File: src/hw/rtl/rsa_pkg.sv
// Package: constants and types for region_stats_adjacency
package rsa_pkg;
	localparam int MaxRegions = 1024;
	localparam int MaxColumns = 4096;
	localparam int MaxRows    = 4096;
	localparam int LabW  = 10;
	localparam int ColW  = 12;
	localparam int CntW  = 25;
	localparam int SumW  = 41;
	localparam int SqW   = 57;
	localparam int PosW  = 36;
	localparam logic [CntW-1:0] CountLimit = '1;

	localparam logic [0:0] KindPixel = 1'b0;
	localparam logic [0:0] KindRead  = 1'b1;
	localparam logic [0:0] CfgColumns = 1'b0;
	localparam logic [0:0] CfgRows    = 1'b1;

	typedef struct packed {
		logic [CntW-1:0] cnt;
		logic [SumW-1:0] sum;
		logic [SqW-1:0]  sq;
		logic [PosW-1:0] rsum;
		logic [PosW-1:0] csum;
	} stats_t;

	typedef enum logic [3:0] {
		ST_IDLE, ST_CLEAR, ST_PIX, ST_RD, ST_MUL, ST_SUB, ST_DIV, ST_OUT
	} state_t;
endpackage

File: src/hw/rtl/rsa_divider.sv
// Module: bit-serial restoring divider, 128-bit numerator, 64-bit divisor
module rsa_divider import rsa_pkg::*; (
	input  logic         clk,
	input  logic         arst_n,
	input  logic         start,
	input  logic [127:0] num,
	input  logic [63:0]  den,
	output logic         busy,
	output logic [127:0] quo
);
	logic [127:0] n_q;
	logic [64:0]  rem_q;
	logic [7:0]   cnt_q;
	logic [64:0]  sh;
	logic         ge;

	assign sh = {rem_q[63:0], n_q[127]};
	assign ge = sh >= {1'b0, den};

	always_ff @(posedge clk or negedge arst_n) begin
		if (!arst_n) begin
			busy  <= 1'b0;
			cnt_q <= '0;
		end else if (start) begin
			busy  <= 1'b1;
			cnt_q <= 8'd128;
		end else if (busy) begin
			cnt_q <= cnt_q - 8'd1;
			if (cnt_q == 8'd1) busy <= 1'b0;
		end
	end

	always_ff @(posedge clk) begin
		if (start) begin
			n_q   <= num;
			rem_q <= '0;
			quo   <= '0;
		end else if (busy) begin
			n_q   <= {n_q[126:0], 1'b0};
			rem_q <= ge ? sh - {1'b0, den} : sh;
			quo   <= {quo[126:0], ge};
		end
	end
endmodule

File: config.mk
export PLATFORM = sky130hd
export DESIGN_NAME = rsa_divider
export DESIGN_NICKNAME = d
export VERILOG_FILES = /design/src/hw/rtl/rsa_pkg.sv /design/src/hw/rtl/rsa_divider.sv
export SDC_FILE = /design/constraint.sdc
export NUM_CORES = 1
export LEC_CHECK = 0
export ABC_AREA = 1
export BUFFER_PORTS_ARGS = -buffer_cell sky130_fd_sc_hd__buf_2
export CAP_MARGIN = 15
export CORE_ASPECT_RATIO = 0.6
export CORE_MARGIN = 2
export CORE_UTILIZATION = 35
export CTS_BUF_LIST = sky130_fd_sc_hd__clkbuf_8 sky130_fd_sc_hd__clkbuf_16
export CTS_CLUSTER_DIAMETER = 60
export DETAILED_ROUTE_END_ITERATION = 10
export PLACE_DENSITY = 0.68
export SLEW_MARGIN = 20
export SYNTH_ARGS = -nofsm -noshare
export SYNTH_HDL_FRONTEND = slang
export SYNTH_SLANG_ARGS = --single-unit
File: constraint.sdc
create_clock -name clk -period 5.01 [get_ports clk]
set_input_delay 0.2505 -clock clk [delete_from_list [all_inputs] [get_ports clk]]
set_output_delay 0.2505 -clock clk [all_outputs]
set_load 0.005 [all_outputs]
# Word-level counts from Yosys, hierarchy flattened
# Cells that the tools add are included.
# totals
register_bits,329
out_inout_bits,129
word_cells,18
# op_classes
n_lt_le_gt_ge,1
reduce_logical,1
mux,8
n_eq_ne,1
addsub,2
# op_table
cell,n
2-to-1 mux 128 bit,2
>= comparator 65 x 64 -> 1 bit,1
2-to-1 mux 64 bit,1
subtractor 64 bit,1
2-to-1 mux 8 bit,2
"equality test 8 x 1 -> 1 bit, second input constant",1
"subtractor 8 x 1 -> 8 bit, second input constant",1
2-to-1 mux 1 bit,3
nonzero test 2 bit,1

# Logic depth before layout (Yosys ltp)
# Gate-level depths: netlist of the first run.
# logic_depth
depth_word,4
ltp_mapped,19

# Worst setup path before layout of the first run
# Ideal clock, no wire load.
# synth_path
path_kind,register -> register
from,register busy
to,register n_q[0] (enable)
path_buffers,2
arrival_ns,4.408
synth_period_minus_slack_ns,4.951
path_stages_with_launch,5
slack_ns,0.059
cell_sequence,dfrtp_1 > buf_2 > nor2_1 > inv_1 > clkbuf_1
# synth_via
elab_chain_cells,1
# synth_rtl
item,line_no,source
"start, declared",rsa_divider.sv:8,"output logic busy,"
"start signal, assigned",rsa_divider.sv:22,busy <= 1'b0;
"start signal, assigned",rsa_divider.sv:25,busy <= 1'b1;
"start signal, assigned",rsa_divider.sv:29,if (cnt_q == 8'd1) busy <= 1'b0;
nonzero test 2 bit (no line),n/a,
"end signal, assigned",rsa_divider.sv:35,n_q <= num;
"end signal, assigned",rsa_divider.sv:39,"n_q <= {n_q[126:0], 1'b0};"
"end, declared",rsa_divider.sv:11,logic [127:0] n_q;
# No other way between the ends.
# A chain may end at the register's enable or synchronous reset.

# Worst setup path after layout of the first run
# layout_path
from,register rem_q[25]
to,register rem_q[62]
# layout_via
elab_chain_cells,2
elab_cells_between_ends,3
# layout_rtl
item,line_no,source
"start, declared",rsa_divider.sv:12,logic [64:0] rem_q;
"start signal, assigned",rsa_divider.sv:40,"rem_q <= ge ? sh - {1'b0, den} : sh;"
subtractor 64 bit or >= comparator 65 x 64 -> 1 bit (tied branches),"rsa_divider.sv:40, rsa_divider.sv:18",
2-to-1 mux 64 bit *,rsa_divider.sv:40,
# Every way passes the cells marked *; elsewhere a longest branch is shown, timed or not.

==> results.md, run 1 <==
| Group | Quantity | This run |
| --- | --- | --- |
| run status | Outcome | finished, final reports clean |
| logic synthesis | Distinct cell type count of the synthesized netlist | 43 |
| cts | Clock Tree Root | clkbuf_16 |
| pwr | Switching portion of total power | 38.6% |
| cts | Worst-case clock buffer depth | 3 |
| worst setup path | Required time of the critical path | 5.44 ns |
| final layout | Number of inserted filler cells in the final layout | 5365 |
| worst hold path | Worst Hold Path Cells | 3 |
| cts | Setup Fix Bufs, Post-CTS | 0 |
| pwr | Combinational Power Share | 34.6% |
| grt | Wire length of the first global-routing pass | 98100 µm |
| floorplanning | Site row count | 65 |
| timing | Headroom to the max-slew limit | 24.6% |
| logic synthesis | Part of the Yosys area used for sequential elements | 42.6% |
| placement | Pre-CTS setup slack | 1.55 ns |
| final layout | Area used by multi-input combinational logic | 8460 µm² |
| worst setup path | Crit-path max FO | 51 |
| pwr | Flop pwr share | 35.7% |
| detailed routing | Antenna-violating nets left | 0 |
| worst setup path | Setup Crit Path Kind | reg2reg |
| grt | Pin count of the biggest net entering global routing | 172 |
| pwr | Portion of total power attributed to the clock network | 29.7% |
| worst setup path | CP Data Arrival Time | 3.86 ns |
| logic synthesis | Primary flip-flop cell chosen by synthesis mapping | dfxtp_1 |
| worst hold path | Worst Hold Class | in2reg |
| logic synthesis | Count of flip-flops with a built-in enable after synthesis | 128 |
| timing | Number of endpoints failing setup at the final stage | 0 |
| pwr | Power density over the cells | 394 nW/µm² |
| timing | Total Neg Setup Slack | 0 ns |
| timing | Final worst slack | 1.58 ns |
| detailed routing | Detailed Route Iter0 Violations | 1977 |
| grt | Congestion Overflow GR | 0 |
| logic synthesis | Post-synthesis instance area | 18600 µm² |
| run | Max Cap Violations | 0 |
| detailed routing | Ratio of routed vias to standard cells | 4.86 |
| cts | Clock sinks | 329 |
| floorplanning | Starting Density | 35.4% |
| pwr | Peak ir drop on the vdd network | 0.238 mV |
| floorplanning | Die area | 55000 µm² |
| timing | Period minus WS final | 3.43 ns |
| logic synthesis | Proportion of synthesized flip-flops having asynchronous set or reset | 2.74% |
| floorplanning | Die H | 183 µm |
| timing | Worst slew pin tran | 1.13 ns |
| detailed routing | Total detailed-routing wirelength | 65000 µm |
| detailed routing | Routed wirelength normalized by instance count | 16.9 µm |
| logic synthesis | Post-Syn Nets | 2961 |
| pwr | Switch Pwr | 3530 µW |
| detailed routing | Count of vias placed by the detailed router | 18.6k |
| pwr | Internal power component | 5620 µW |
| floorplanning | # IOs | 324 |
| final layout | Proportion of layout cells with a drive suffix above 1 | 13.8% |
| cts | Post_cts resized | 0 |
| worst setup path | Startpoint type of the worst setup path | register |
| grt | Number of antenna violations at the first check in global routing | 3 |
| detailed routing | Remaining DRCs | 0 |
| floorplanning | Die span in x | 302 µm |
| pwr | Static power due to leakage | 0.0121 µW |
| timing | Slew Limit Fails | 0 |
| grt | GRT Resource Usage Total | 23.0% |
| final layout | Net count of the finished layout | 3364 |
| worst setup path | Cell depth of the worst flop-to-flop path | 14 |
| final layout | Layout overhead on the synthesized area | 25.0% |
| cts | CTS HTree Levels | 2 |
| cts | Clock transition at the registers of the reported paths | 0.06 ns |
| timing | Worst-case clock skew | 0.0311 ns |
| final layout | Post-route cell area | 23200 µm² |
| placement | Number of I/O port buffers | 323 |
| logic synthesis | Synth Warn # | 0 |
| timing | Setup repair after global routing missed its margin | false |
| timing | Final-report hold violation count | 0 |
| detailed routing | Number of optimization iterations in the first detailed-route pass | 6 |
| cts | Clock tree from TritonCTS | done |
| placement | Placement-stage cell area | 20900 µm² |
| logic synthesis | Synth Register Bits | 329 |
| logic synthesis | Avg Synthesized Cell Area | 6.89 µm² |
| worst setup path | Kind of capture point of the worst setup path | register |
| cts | Cts hold-fix bufs | 117 |
| grt | Number of global-route vias before repair | 17.0k |
| cts | Clock latency at the later pin of the worst-skew pair | 0.56 ns |
| timing | Top achievable clock speed | 291 MHz |
| floorplanning | Floorplan core area | 52500 µm² |
| final layout | Seq. cell area | 7910 µm² |
| placement | Half-perimeter wire length of the detailed placement result | 48300 µm |
| cts | Number of clock buffers inserted by TritonCTS | 37 |
| logic synthesis | Gate Count Post-Synth | 2699 |
| placement | Gpl congestion | 1.04 |
| timing | Post-route clock period utilization | 68.6% |
cells in the final DEF (no fill, tap or decap), types with 8 or more instances in the layout:
master / synthesis / routed
inv_2: 11 / 11
inv_1: 478 / 485
clkbuf_16: 0 / 39
nor2_1: 183 / 181
buf_2: 10 / 322
nand2_1: 1002 / 1002
o21ai_0: 57 / 57
ha_1: 66 / 66
xnor2_1: 9 / 9
dfxtp_1: 192 / 192
dlygate4sd3_1: 0 / 117
xor2_1: 16 / 16
dfrtp_1: 9 / 8
buf_4: 5 / 17
nor3_1: 8 / 8
a21oi_1: 74 / 74
nand3_1: 126 / 126
o21bai_1: 15 / 15
nand4_1: 50 / 50
edfxtp_1: 128 / 128
o22ai_1: 126 / 126
registers in the layout (all words and copies together), names as in the netlist:
name and cells:
quo 128, n_q 128, busy 1, rem_q 64
cnt_q 8
logic make-up after synthesis:
| family | synth area share (%) |
|---|---|
| and+or+nand+nor | 30.7 |
| buffers and inverters | 12.0 |
| DFF | 42.6 |
| AOI/OAI and AO/OA | 9.06 |
| adders and majority gates | 4.55 |
| xor gates and xnor gates | 1.18 |
worst max-delay path, stage by stage, from the launching register on:
cell      delay, ns
dfxtp_1        0.33
ha_1           0.34
a21oi_1        0.31
o21bai_1       0.18
nand2_1        0.10
nand2_1        0.06
a21oi_1        0.21
nand2_2        0.13
nand2_4        0.39
nand2_4        0.46
buf_4          0.40
o21ai_0        0.20
inv_1          0.06
nand2_1        0.05
nand2_1        0.04
synth_stat cells (2+ instances only):
cell type | count | share of area [%]
o21bai_1 | 15 | 0.61
nor4_1 | 5 | 0.17
ha_1 | 66 | 4.4
o22ai_1 | 126 | 4.2
nand2_2 | 3 | 0.10
nand2_4 | 3 | 0.18
o21ai_0 | 57 | 1.5
a21oi_1 | 74 | 2.0
clkinv_1 | 2 | 0.040
nand4_1 | 50 | 1.7
nor2_2 | 6 | 0.20
nand3_1 | 126 | 3.4
nand3b_1 | 7 | 0.28
or2_1 | 3 | 0.10
buf_2 | 10 | 0.27
o211ai_1 | 4 | 0.16
and2_1 | 2 | 0.067
nor3_1 | 8 | 0.22
inv_2 | 11 | 0.22
nor2_1 | 183 | 3.7
inv_1 | 478 | 9.7
dfxtp_1 | 192 | 21
dfrtp_1 | 9 | 1.2
xor2_1 | 16 | 0.75
edfxtp_1 | 128 | 21
buf_4 | 5 | 0.20
a21o_1 | 3 | 0.12
nand3_2 | 2 | 0.11
buf_1 | 7 | 0.14
a21oi_2 | 2 | 0.094
nand2_1 | 1002 | 20
a31oi_1 | 2 | 0.067
clkbuf_1 | 69 | 1.4
o21ai_1 | 6 | 0.16
xnor2_1 | 9 | 0.42
power groups by stage:
stage          Clock [µW]  Sequential (µW)  Combinational, µW
2_1_floorplan           0             3250               2120
3_3_place_gp            0             3310               2970
3_5_place_dp            0             3310               2960
4_1_cts              2780             3260               3050
5_1_grt              2890             3290               3500
6_report             2720             3260               3170
stage by stage:
step                utilization [%]  power, µW  hold slack [ns]  std cells
finish                         44.2       9150           0.0221       3836
global route                   44.2       9690          0.00629       3836
CTS                            44.2       9100         0.000658       3834
detailed placement             39.7       6270            0.118       3649
global placement               39.7       6280            0.118       3649
floorplan                         -       5370          -0.0451       2699
metal layers:
| layer | track usage, % | part of all wire [%] | wire, µm |
|---|---|---|---|
| met1 | 34.7 | 48 | 31300 |
| met2 | 31.8 | 39 | 25200 |
| met3 | 7.18 | 11 | 7250 |
| met4 | 4.28 | 1.9 | 1260 |
| met5 | 0 | 0.020 | 13 |
path summary, 6_finish.rpt:
kind / start / end / slack [ns]
max: rem_q[25] / rem_q[62] / 1.58
min: num[23] / n_q[23] / 0.02
max reg2reg: rem_q[25] / rem_q[62] / 1.58
min reg2reg: quo[127] / quo[127] / 0.47
max in group asynchronous: arst_n / busy / 4.66
min in group asynchronous: arst_n / cnt_q[3] / 0.15
cell type report:
class	instances	area share, %
clock buffer	44	4.50
clock inverter	24	0.700
tap	703	3.79
timing repair buffer	456	12.5
multi-input combinational	1787	36.4
inverter	491	7.99
antenna	2	0.0215
sequential	329	34.1
Power figures use the tool's default switching activity.
==> run 2, diff against run 1 <==
--- a/config.mk
+++ b/config.mk
@@ -5,7 +5,7 @@
 export SDC_FILE = /design/constraint.sdc
 export NUM_CORES = 1
 export LEC_CHECK = 0
-export ABC_AREA = 1
+export ABC_AREA = 0
 export BUFFER_PORTS_ARGS = -buffer_cell sky130_fd_sc_hd__buf_2
 export CAP_MARGIN = 15
 export CORE_ASPECT_RATIO = 0.6
@@ -14,7 +14,7 @@
 export CTS_BUF_LIST = sky130_fd_sc_hd__clkbuf_8 sky130_fd_sc_hd__clkbuf_16
 export CTS_CLUSTER_DIAMETER = 60
 export DETAILED_ROUTE_END_ITERATION = 10
-export PLACE_DENSITY = 0.68
+export PLACE_DENSITY = 0.67
 export SLEW_MARGIN = 20
 export SYNTH_ARGS = -nofsm -noshare
 export SYNTH_HDL_FRONTEND = slang
==> constraint.sdc (replaced) <==
create_clock -name clk -period 3.3 [get_ports clk]
set_input_delay 0.165 -clock clk [delete_from_list [all_inputs] [get_ports clk]]
set_output_delay 0.165 -clock clk [all_outputs]
set_load 0.005 [all_outputs]
==> run 2 against run 1 <==
Against the previous run:
- combinational power up 97%
- final cell count down 26%
- non-clock buffer count up 70
- area after synthesis down 6.6%
- register-to-register slack worse by 1.5 ns
- largest power group is now combinational cells
==> results.md, run 2 <==
| Group | Quantity | This run |
| --- | --- | --- |
| worst hold path | End point of the most critical hold path | n_q[0] |
| logic synthesis | Area leader, netlist | dfxtp_1 |
| final layout | Most frequent cells in the layout | buf_2 (322), nor2_1 (232), dfxtp_1 (189) |
| grt | Pin count of the biggest net entering global routing | 126 |
| pwr | Portion of total power attributed to the clock network | 27.6% |
| worst hold path | Worst Hold Path Cells | 2 |
| cts | Clock transition at the registers of the reported paths | 0.06 ns |
| timing | Top achievable clock speed | 312 MHz |
| grt | Wire length of the first global-routing pass | 81000 µm |
| detailed routing | Antenna-violating nets left | 0 |
| grt | Congestion Overflow GR | 0 |
| worst setup path | Stage delay of the slowest cell on the critical path | 0.46 ns |
| timing | Period minus WS final | 3.21 ns |
| pwr | Static power due to leakage | 0.0109 µW |
| worst setup path | List of cells traversed by the critical path | ha_2, nand3_1, o21bai_1, a2111o_1, a31oi_4, o41ai_4, o221ai_2, a21oi_1, or3_1, a31o_1, a211oi_1 |
| cts | CTS HTree Levels | 2 |
| logic synthesis | Count of flip-flops with a built-in enable after synthesis | 128 |
| detailed routing | Detailed Route Iter0 Violations | 1063 |
| final layout | Registers with the most flip-flops | n_q (128), quo (128), rem_q (64) |
| grt | GRT Resource Usage Total | 19.8% |
| detailed routing | Total detailed-routing wirelength | 53300 µm |
| worst setup path | Startpoint type of the worst setup path | register |
| final layout | Seq. cell area | 7920 µm² |
| worst setup path | Kind of capture point of the worst setup path | register |
| timing | Slew Limit Fails | 0 |
| final layout | Leading cell type in the layout, fill and taps excluded | buf_2 |
| worst setup path | Required time of the critical path | 3.74 ns |
| logic synthesis | Post-synthesis instance area | 17400 µm² |
| detailed routing | Number of optimization iterations in the first detailed-route pass | 7 |
| timing | Worst slew pin tran | 0.743 ns |
| timing | Post-route clock period utilization | 97.2% |
| placement | Half-perimeter wire length of the detailed placement result | 37900 µm |
| timing | Final-report hold violation count | 0 |
| placement | Placement-stage cell area | 20000 µm² |
| cts | Clock Tree Root | clkbuf_16 |
| timing | Setup repair after global routing missed its margin | true |
| timing | Worst-case clock skew | 0.0222 ns |
| worst setup path | Reg-to-Reg Start | rem_q[3] |
| pwr | Internal power component | 10300 µW |
| worst setup path | Cell depth of the worst flop-to-flop path | 11 |
| detailed routing | Remaining DRCs | 0 |
| logic synthesis | Gate Count Post-Synth | 1703 |
| logic synthesis | Avg Synthesized Cell Area | 10.2 µm² |
| run status | Outcome | finished, final reports clean |
| timing | Total Neg Setup Slack | 0 ns |
| pwr | Combinational Power Share | 39.0% |
| worst setup path | Number of buffer and inverter instances along the worst setup path | 0 |
| floorplanning | Die span in x | 292 µm |
| worst setup path | CP Data Arrival Time | 3.65 ns |
| detailed routing | Count of vias placed by the detailed router | 14.6k |
| cts | Clock sinks | 329 |
| final layout | Number of inserted filler cells in the final layout | 4581 |
| floorplanning | Die area | 51500 µm² |
| final layout | Final design utilization | 46.4% |
| cts | Worst-case clock buffer depth | 3 |
| detailed routing | Ratio of routed vias to standard cells | 5.13 |
| logic synthesis | Most frequent cell after synthesis | nor2_1 |
| floorplanning | Starting Density | 35.3% |
| pwr | Flop pwr share | 33.4% |
| worst setup path | Slowest CP cell | a2111o_1 |
| timing | Headroom to the max-slew limit | 50.5% |
| floorplanning | Site row count | 63 |
| logic synthesis | Distinct cell type count of the synthesized netlist | 77 |
| worst hold path | Worst Hold Class | in2reg |
| run | Max Cap Violations | 0 |
| logic synthesis | Most common library cells after synthesis | nor2_1 (232), dfxtp_1 (192), mux2i_1 (178) |
| pwr | Switching portion of total power | 35.5% |
| worst setup path | Reg2Reg Setup Slack | 0.09 ns |
| cts | Clock tree from TritonCTS | done |
| logic synthesis | Post-Syn Nets | 1965 |
| logic synthesis | Synth Register Bits | 329 |
| floorplanning | Die H | 177 µm |
| logic synthesis | Part of the Yosys area used for sequential elements | 45.6% |
| final layout | Net count of the finished layout | 2431 |
| timing | Number of endpoints failing setup at the final stage | 0 |
| grt | Number of antenna violations at the first check in global routing | 9 |
| placement | Placed cell count | 2644 |
| placement | Number of I/O port buffers | 323 |
| floorplanning | # IOs | 324 |
| cts | Clock latency at the later pin of the worst-skew pair | 0.53 ns |
| final layout | Area used by multi-input combinational logic | 8810 µm² |
| worst hold path | Hold Path Origin | num[0] |
| pwr | Switch Pwr | 5690 µW |
| final layout | Non-Filler Instances | 2856 |
| logic synthesis | Proportion of synthesized flip-flops having asynchronous set or reset | 2.74% |
| logic synthesis | Synth Warn # | 0 |
| worst setup path | Setup Crit Path Kind | reg2reg |
| logic synthesis | Top-area cell type share of the netlist area | 22.1% |
| pwr | Power density over the cells | 701 nW/µm² |
| floorplanning | Floorplan core area | 49200 µm² |
| final layout | Layout overhead on the synthesized area | 31.5% |
| final layout | Post-route cell area | 22800 µm² |
| worst setup path | Crit-path max FO | 6 |
| detailed routing | Routed wirelength normalized by instance count | 18.7 µm |
| grt | Number of global-route vias before repair | 14.1k |
| worst setup path | End of the worst register-to-register path | rem_q[63] |
| logic synthesis | Biggest area contributors in the synthesized netlist | dfxtp_1 (22%), edfxtp_1 (22%), mux2i_1 (10%) |
| logic synthesis | Primary flip-flop cell chosen by synthesis mapping | dfxtp_1 |
| cts | Number of clock buffers inserted by TritonCTS | 39 |
| placement | Gpl congestion | 0.962 |
| worst setup path | Largest delay share family, worst path | compound AO/OA/AOI/OAI gates |
| timing | Worst-case hold slack | 0.0221 ns |
| final layout | Proportion of layout cells with a drive suffix above 1 | 29.0% |
| pwr | Peak ir drop on the vdd network | 0.298 mV |
-- run 2: changes by cell type after synthesis, moves of 35 or more --
| cell | delta |
|---|---|
| a211oi_1 | +58 |
| mux2_2 | +128 |
| nand2_1 | -931 |
| nand3_1 | -108 |
| o22ai_1 | -123 |
| xnor2_1 | +35 |
| inv_1 | -376 |
| nor2_1 | +49 |
| mux2i_1 | +178 |
-- run 2: worst max path at each step --
stage,from,end,cells after the start
floorplan,rem_q[19],rem_q[42],15
global placement,n_q[127],rem_q[62],14
detailed placement,n_q[127],rem_q[62],14
CTS,n_q[127],rem_q[62],14
global route,n_q[127],rem_q[62],14
finish,rem_q[3],rem_q[63],11
-- run 2: kinds of logic (layout without fill, tap and decap cells) --
group | Yosys count | in the layout | synth area share [%]
AOI/OAI and AO/OA | 315 | 315 | 12.2
xor gates and xnor gates | 62 | 62 | 3.13
adders and majority gates | 67 | 67 | 4.87
buffers and inverters | 203 | 699 | 4.92
DFF | 329 | 329 | 45.6
muxes | 307 | 307 | 18.7
other | 0 | 7 | 0
and+or+nand+nor | 420 | 420 | 10.7
-- run 2: layout make-up --
type | count | area share [%]
Antenna cell | 7 | 0.0767
Clock inverter | 29 | 1.25
Tap cell | 650 | 3.56
Timing Repair Buffer | 526 | 15.6
Sequential cell | 329 | 34.7
Inverter | 102 | 1.68
Clock buffer | 42 | 4.50
Multi-Input combinational cell | 1171 | 38.6
-- run 2: timing repair --
| action | CTS | global route |
|---|---|---|
| setup endpoints to repair | 7 | 64 |
| hold buffers | 128 | 0 |
| pin swaps | 2 | 14 |
| cloned | 0 | 0 |
| hold endpoints to repair | 136 | 0 |
| setup buffers | 1 | 5 |
| resized for setup | 6 | 41 |
-- run 2: metal layers --
layer,GRT usage [%],part of all wire (%),vias to the layer above
met5,0,0,-
met4,5.99,2.6,0
met3,3.84,6.6,81
met2,29.3,43,449
met1,29.1,47,7079
li1,-,-,7038
-- run 2: metrics by stage --
step           power [µW]  setup slack, ns
2_1_floorplan        9460            0.301
3_3_place_gp        11100           -0.104
3_5_place_dp        11100           -0.211
4_1_cts             15800          0.00489
5_1_grt             16900          -0.0224
6_report            16000           0.0915
-- run 2: power groups by stage --
stage	clock, µW	sequential (µW)	combinational, µW
6_report	4420	5340	6250
5_1_grt	4730	5410	6780
4_1_cts	4550	5300	5950
3_5_place_dp	0	5380	5750
3_3_place_gp	0	5360	5700
2_1_floorplan	0	5220	4230
==> run 3, diff against run 2 <==
--- a/config.mk
+++ b/config.mk
@@ -8,7 +8,7 @@
 export ABC_AREA = 0
 export BUFFER_PORTS_ARGS = -buffer_cell sky130_fd_sc_hd__buf_2
 export CAP_MARGIN = 15
-export CORE_ASPECT_RATIO = 0.6
+export CORE_ASPECT_RATIO = 0.7
 export CORE_MARGIN = 2
 export CORE_UTILIZATION = 35
 export CTS_BUF_LIST = sky130_fd_sc_hd__clkbuf_8 sky130_fd_sc_hd__clkbuf_16
==> run 3 against run 2 <==
Against the previous run:
- sequential power is 0.9% lower
- sequential share of layout area about the same
- combinational power down 2%
- utilization about the same
- critical path depth is the same
- fmax is 1.4% lower
- register-to-register slack got worse by 0.05 ns
- design area about the same
==> results.md, run 3 (synthesis gave the netlist of run 2 again) <==
| Group | Quantity | This run |
| --- | --- | --- |
| worst setup path | Reg-to-Reg Start | rem_q[1] |
| floorplanning | Starting Density | 35.3% |
| final layout | Seq. cell area | 7920 µm² |
| worst hold path | Worst Hold Class | in2async |
| final layout | Registers with the most flip-flops | n_q (128), quo (128), rem_q (64) |
| timing | Final-report hold violation count | 0 |
| pwr | Total power after layout | 15900 µW |
| floorplanning | # IOs | 324 |
| final layout | Post-route cell area | 22800 µm² |
| detailed routing | Remaining DRCs | 0 |
| worst setup path | Largest delay share family, worst path | compound AO/OA/AOI/OAI gates |
| run status | Outcome | finished, final reports clean |
| timing | Worst slew pin tran | 1.03 ns |
| detailed routing | Number of optimization iterations in the first detailed-route pass | 6 |
| timing | Post-route clock period utilization | 98.6% |
| grt | Congestion Overflow GR | 0 |
| cts | CTS HTree Levels | 2 |
| cts | Clock tree from TritonCTS | done |
| pwr | Peak ir drop on the vdd network | 0.363 mV |
| final layout | Area used by multi-input combinational logic | 8840 µm² |
| timing | Worst-case clock skew | 0.0187 ns |
| final layout | Number of inserted filler cells in the final layout | 4575 |
| timing | Setup repair after global routing missed its margin | true |
| worst setup path | Stage delay of the slowest cell on the critical path | 0.50 ns |
| worst setup path | Required time of the critical path | 3.74 ns |
| cts | Number of clock buffers inserted by TritonCTS | 40 |
| placement | Placement-stage cell area | 19900 µm² |
| final layout | Leading cell type in the layout, fill and taps excluded | buf_2 |
| floorplanning | Site row count | 68 |
| worst setup path | Slowest CP cell | a2111o_1 |
| floorplanning | Floorplan core area | 49200 µm² |
| timing | Total Neg Setup Slack | 0 ns |
| detailed routing | Total detailed-routing wirelength | 51300 µm |
| worst setup path | CP Data Arrival Time | 3.70 ns |
| final layout | Proportion of layout cells with a drive suffix above 1 | 29.0% |
| placement | Number of I/O port buffers | 323 |
| detailed routing | Routed wirelength normalized by instance count | 17.9 µm |
| timing | Period minus WS final | 3.25 ns |
| cts | Clock transition at the registers of the reported paths | 0.06 ns |
| final layout | Most frequent cells in the layout | buf_2 (322), nor2_1 (230), dfxtp_1 (192) |
| cts | Clock latency at the later pin of the worst-skew pair | 0.55 ns |
| run | Max Cap Violations | 0 |
| pwr | Power density over the cells | 696 nW/µm² |
| grt | Pin count of the biggest net entering global routing | 189 |
| timing | Slew Limit Fails | 0 |
| cts | Clock sinks | 329 |
| worst setup path | First element of the critical path | rem_q[1] |
| timing | Top achievable clock speed | 307 MHz |
| cts | Clock Tree Root | clkbuf_16 |
| floorplanning | Die span in x | 270 µm |
| worst setup path | Kind of capture point of the worst setup path | register |
| final layout | Net count of the finished layout | 2423 |
| timing | Number of endpoints failing setup at the final stage | 0 |
| worst setup path | Crit-path max FO | 5 |
| detailed routing | Ratio of routed vias to standard cells | 5.08 |
| timing | Headroom to the max-slew limit | 31.4% |
| final layout | Layout overhead on the synthesized area | 31.5% |
| worst setup path | Setup Crit Path Kind | reg2reg |
| placement | Gpl congestion | 0.941 |
| grt | GRT Resource Usage Total | 19.1% |
| worst setup path | Number of buffer and inverter instances along the worst setup path | 0 |
| detailed routing | Antenna-violating nets left | 0 |
| grt | Number of global-route vias before repair | 14.1k |
| detailed routing | Count of vias placed by the detailed router | 14.5k |
| detailed routing | Detailed Route Iter0 Violations | 1056 |
| floorplanning | Die area | 51400 µm² |
| placement | Half-perimeter wire length of the detailed placement result | 35800 µm |
| cts | Worst-case clock buffer depth | 3 |
| grt | Number of antenna violations at the first check in global routing | 3 |
| worst setup path | List of cells traversed by the critical path | ha_4, nand3_1, o21bai_2, a2111o_1, a31oi_4, o41ai_4, o221ai_2, a21oi_2, or3_1, a31o_1, a211oi_1 |
| worst setup path | Startpoint type of the worst setup path | register |
| timing | Worst-case hold slack | 0.0400 ns |
| pwr | Static power due to leakage | 0.0108 µW |
| floorplanning | Die H | 190 µm |
| grt | Wire length of the first global-routing pass | 79200 µm |
-- run 3: cell count changes in the layout (fill, tap and decap cells not counted), moves of 3 or more --
cell / previous run / this run
clkinv_1: 4 / 7
buf_4: 67 / 57
dfxtp_2: 3 / 0
o21bai_2: 0 / 3
dfxtp_1: 189 / 192
inv_1: 109 / 106
-- run 3: layout make-up --
class                   instances  share of cell area (%)
clock inverters                31                    1.22
well taps                     665                    3.65
multi-input cells            1171                    38.7
inverters                     102                    1.68
repair buffers                517                    15.3
flip-flops and latches        329                    34.7
diodes                          7                  0.0767
clock buffers                  43                    4.67
-- run 3: path summary, 6_finish.rpt --
path / endpoint / slack [ns] / cells after the start
max in group asynchronous: busy / 3.05 / 2
hold reg to reg: rem_q[28] / 0.50 / 2
setup reg to reg: rem_q[63] / 0.05 / 11
min in group clk: rem_q[0] / 0.10 / 4
hold / removal: cnt_q[1] / 0.04 / 2
setup / recovery: rem_q[63] / 0.05 / 11
-- run 3: metrics by stage --
step | instances | worst slack, ns | utilization (%)
3_3_place_gp | 2647 | -0.356 | 40.4
4_1_cts | 2852 | 0.0455 | 45.9
3_5_place_dp | 2647 | -0.378 | 40.4
2_1_floorplan | 1703 | 0.301 | -
5_1_grt | 2861 | -0.0520 | 46.4
6_report | 2865 | 0.0460 | 46.4
-- run 3: repair_timing --
action                                 4_1_cts  5_1_grt
setup endpoints to repair                   16       47
hold buffers                               130        0
resized for setup                           14       41
setup buffers                                1        6
gates cloned                                 0        0
pin swaps                                    3       15
endpoints found under the hold margin      147        0
-- run 3: per-layer routing --
metal	track usage (%)	routed length [µm]	up-vias
met5	0	0	-
met4	8.29	2050	0
met3	4.02	3250	112
met2	28.5	22000	445
met1	26.9	24000	6943
li1	-	-	7040
-- run 3: worst register-to-register path: cells and delay by family, from the launching register on --
| family | cells | cell delay (ns) |
|---|---|---|
| AO/OA/AOI/OAI | 8 | 2.03 |
| AND/OR/NAND/NOR | 2 | 0.46 |
| flip-flops | 1 | 0.36 |
| adder cells (fa/ha/maj) | 1 | 0.31 |
-- run 3: where the power goes --
part	total [µW]	switching [µW]	internal, µW
Sequential	5290	409	4880
Combinational	6120	3330	2790
Clock	4480	1870	2610
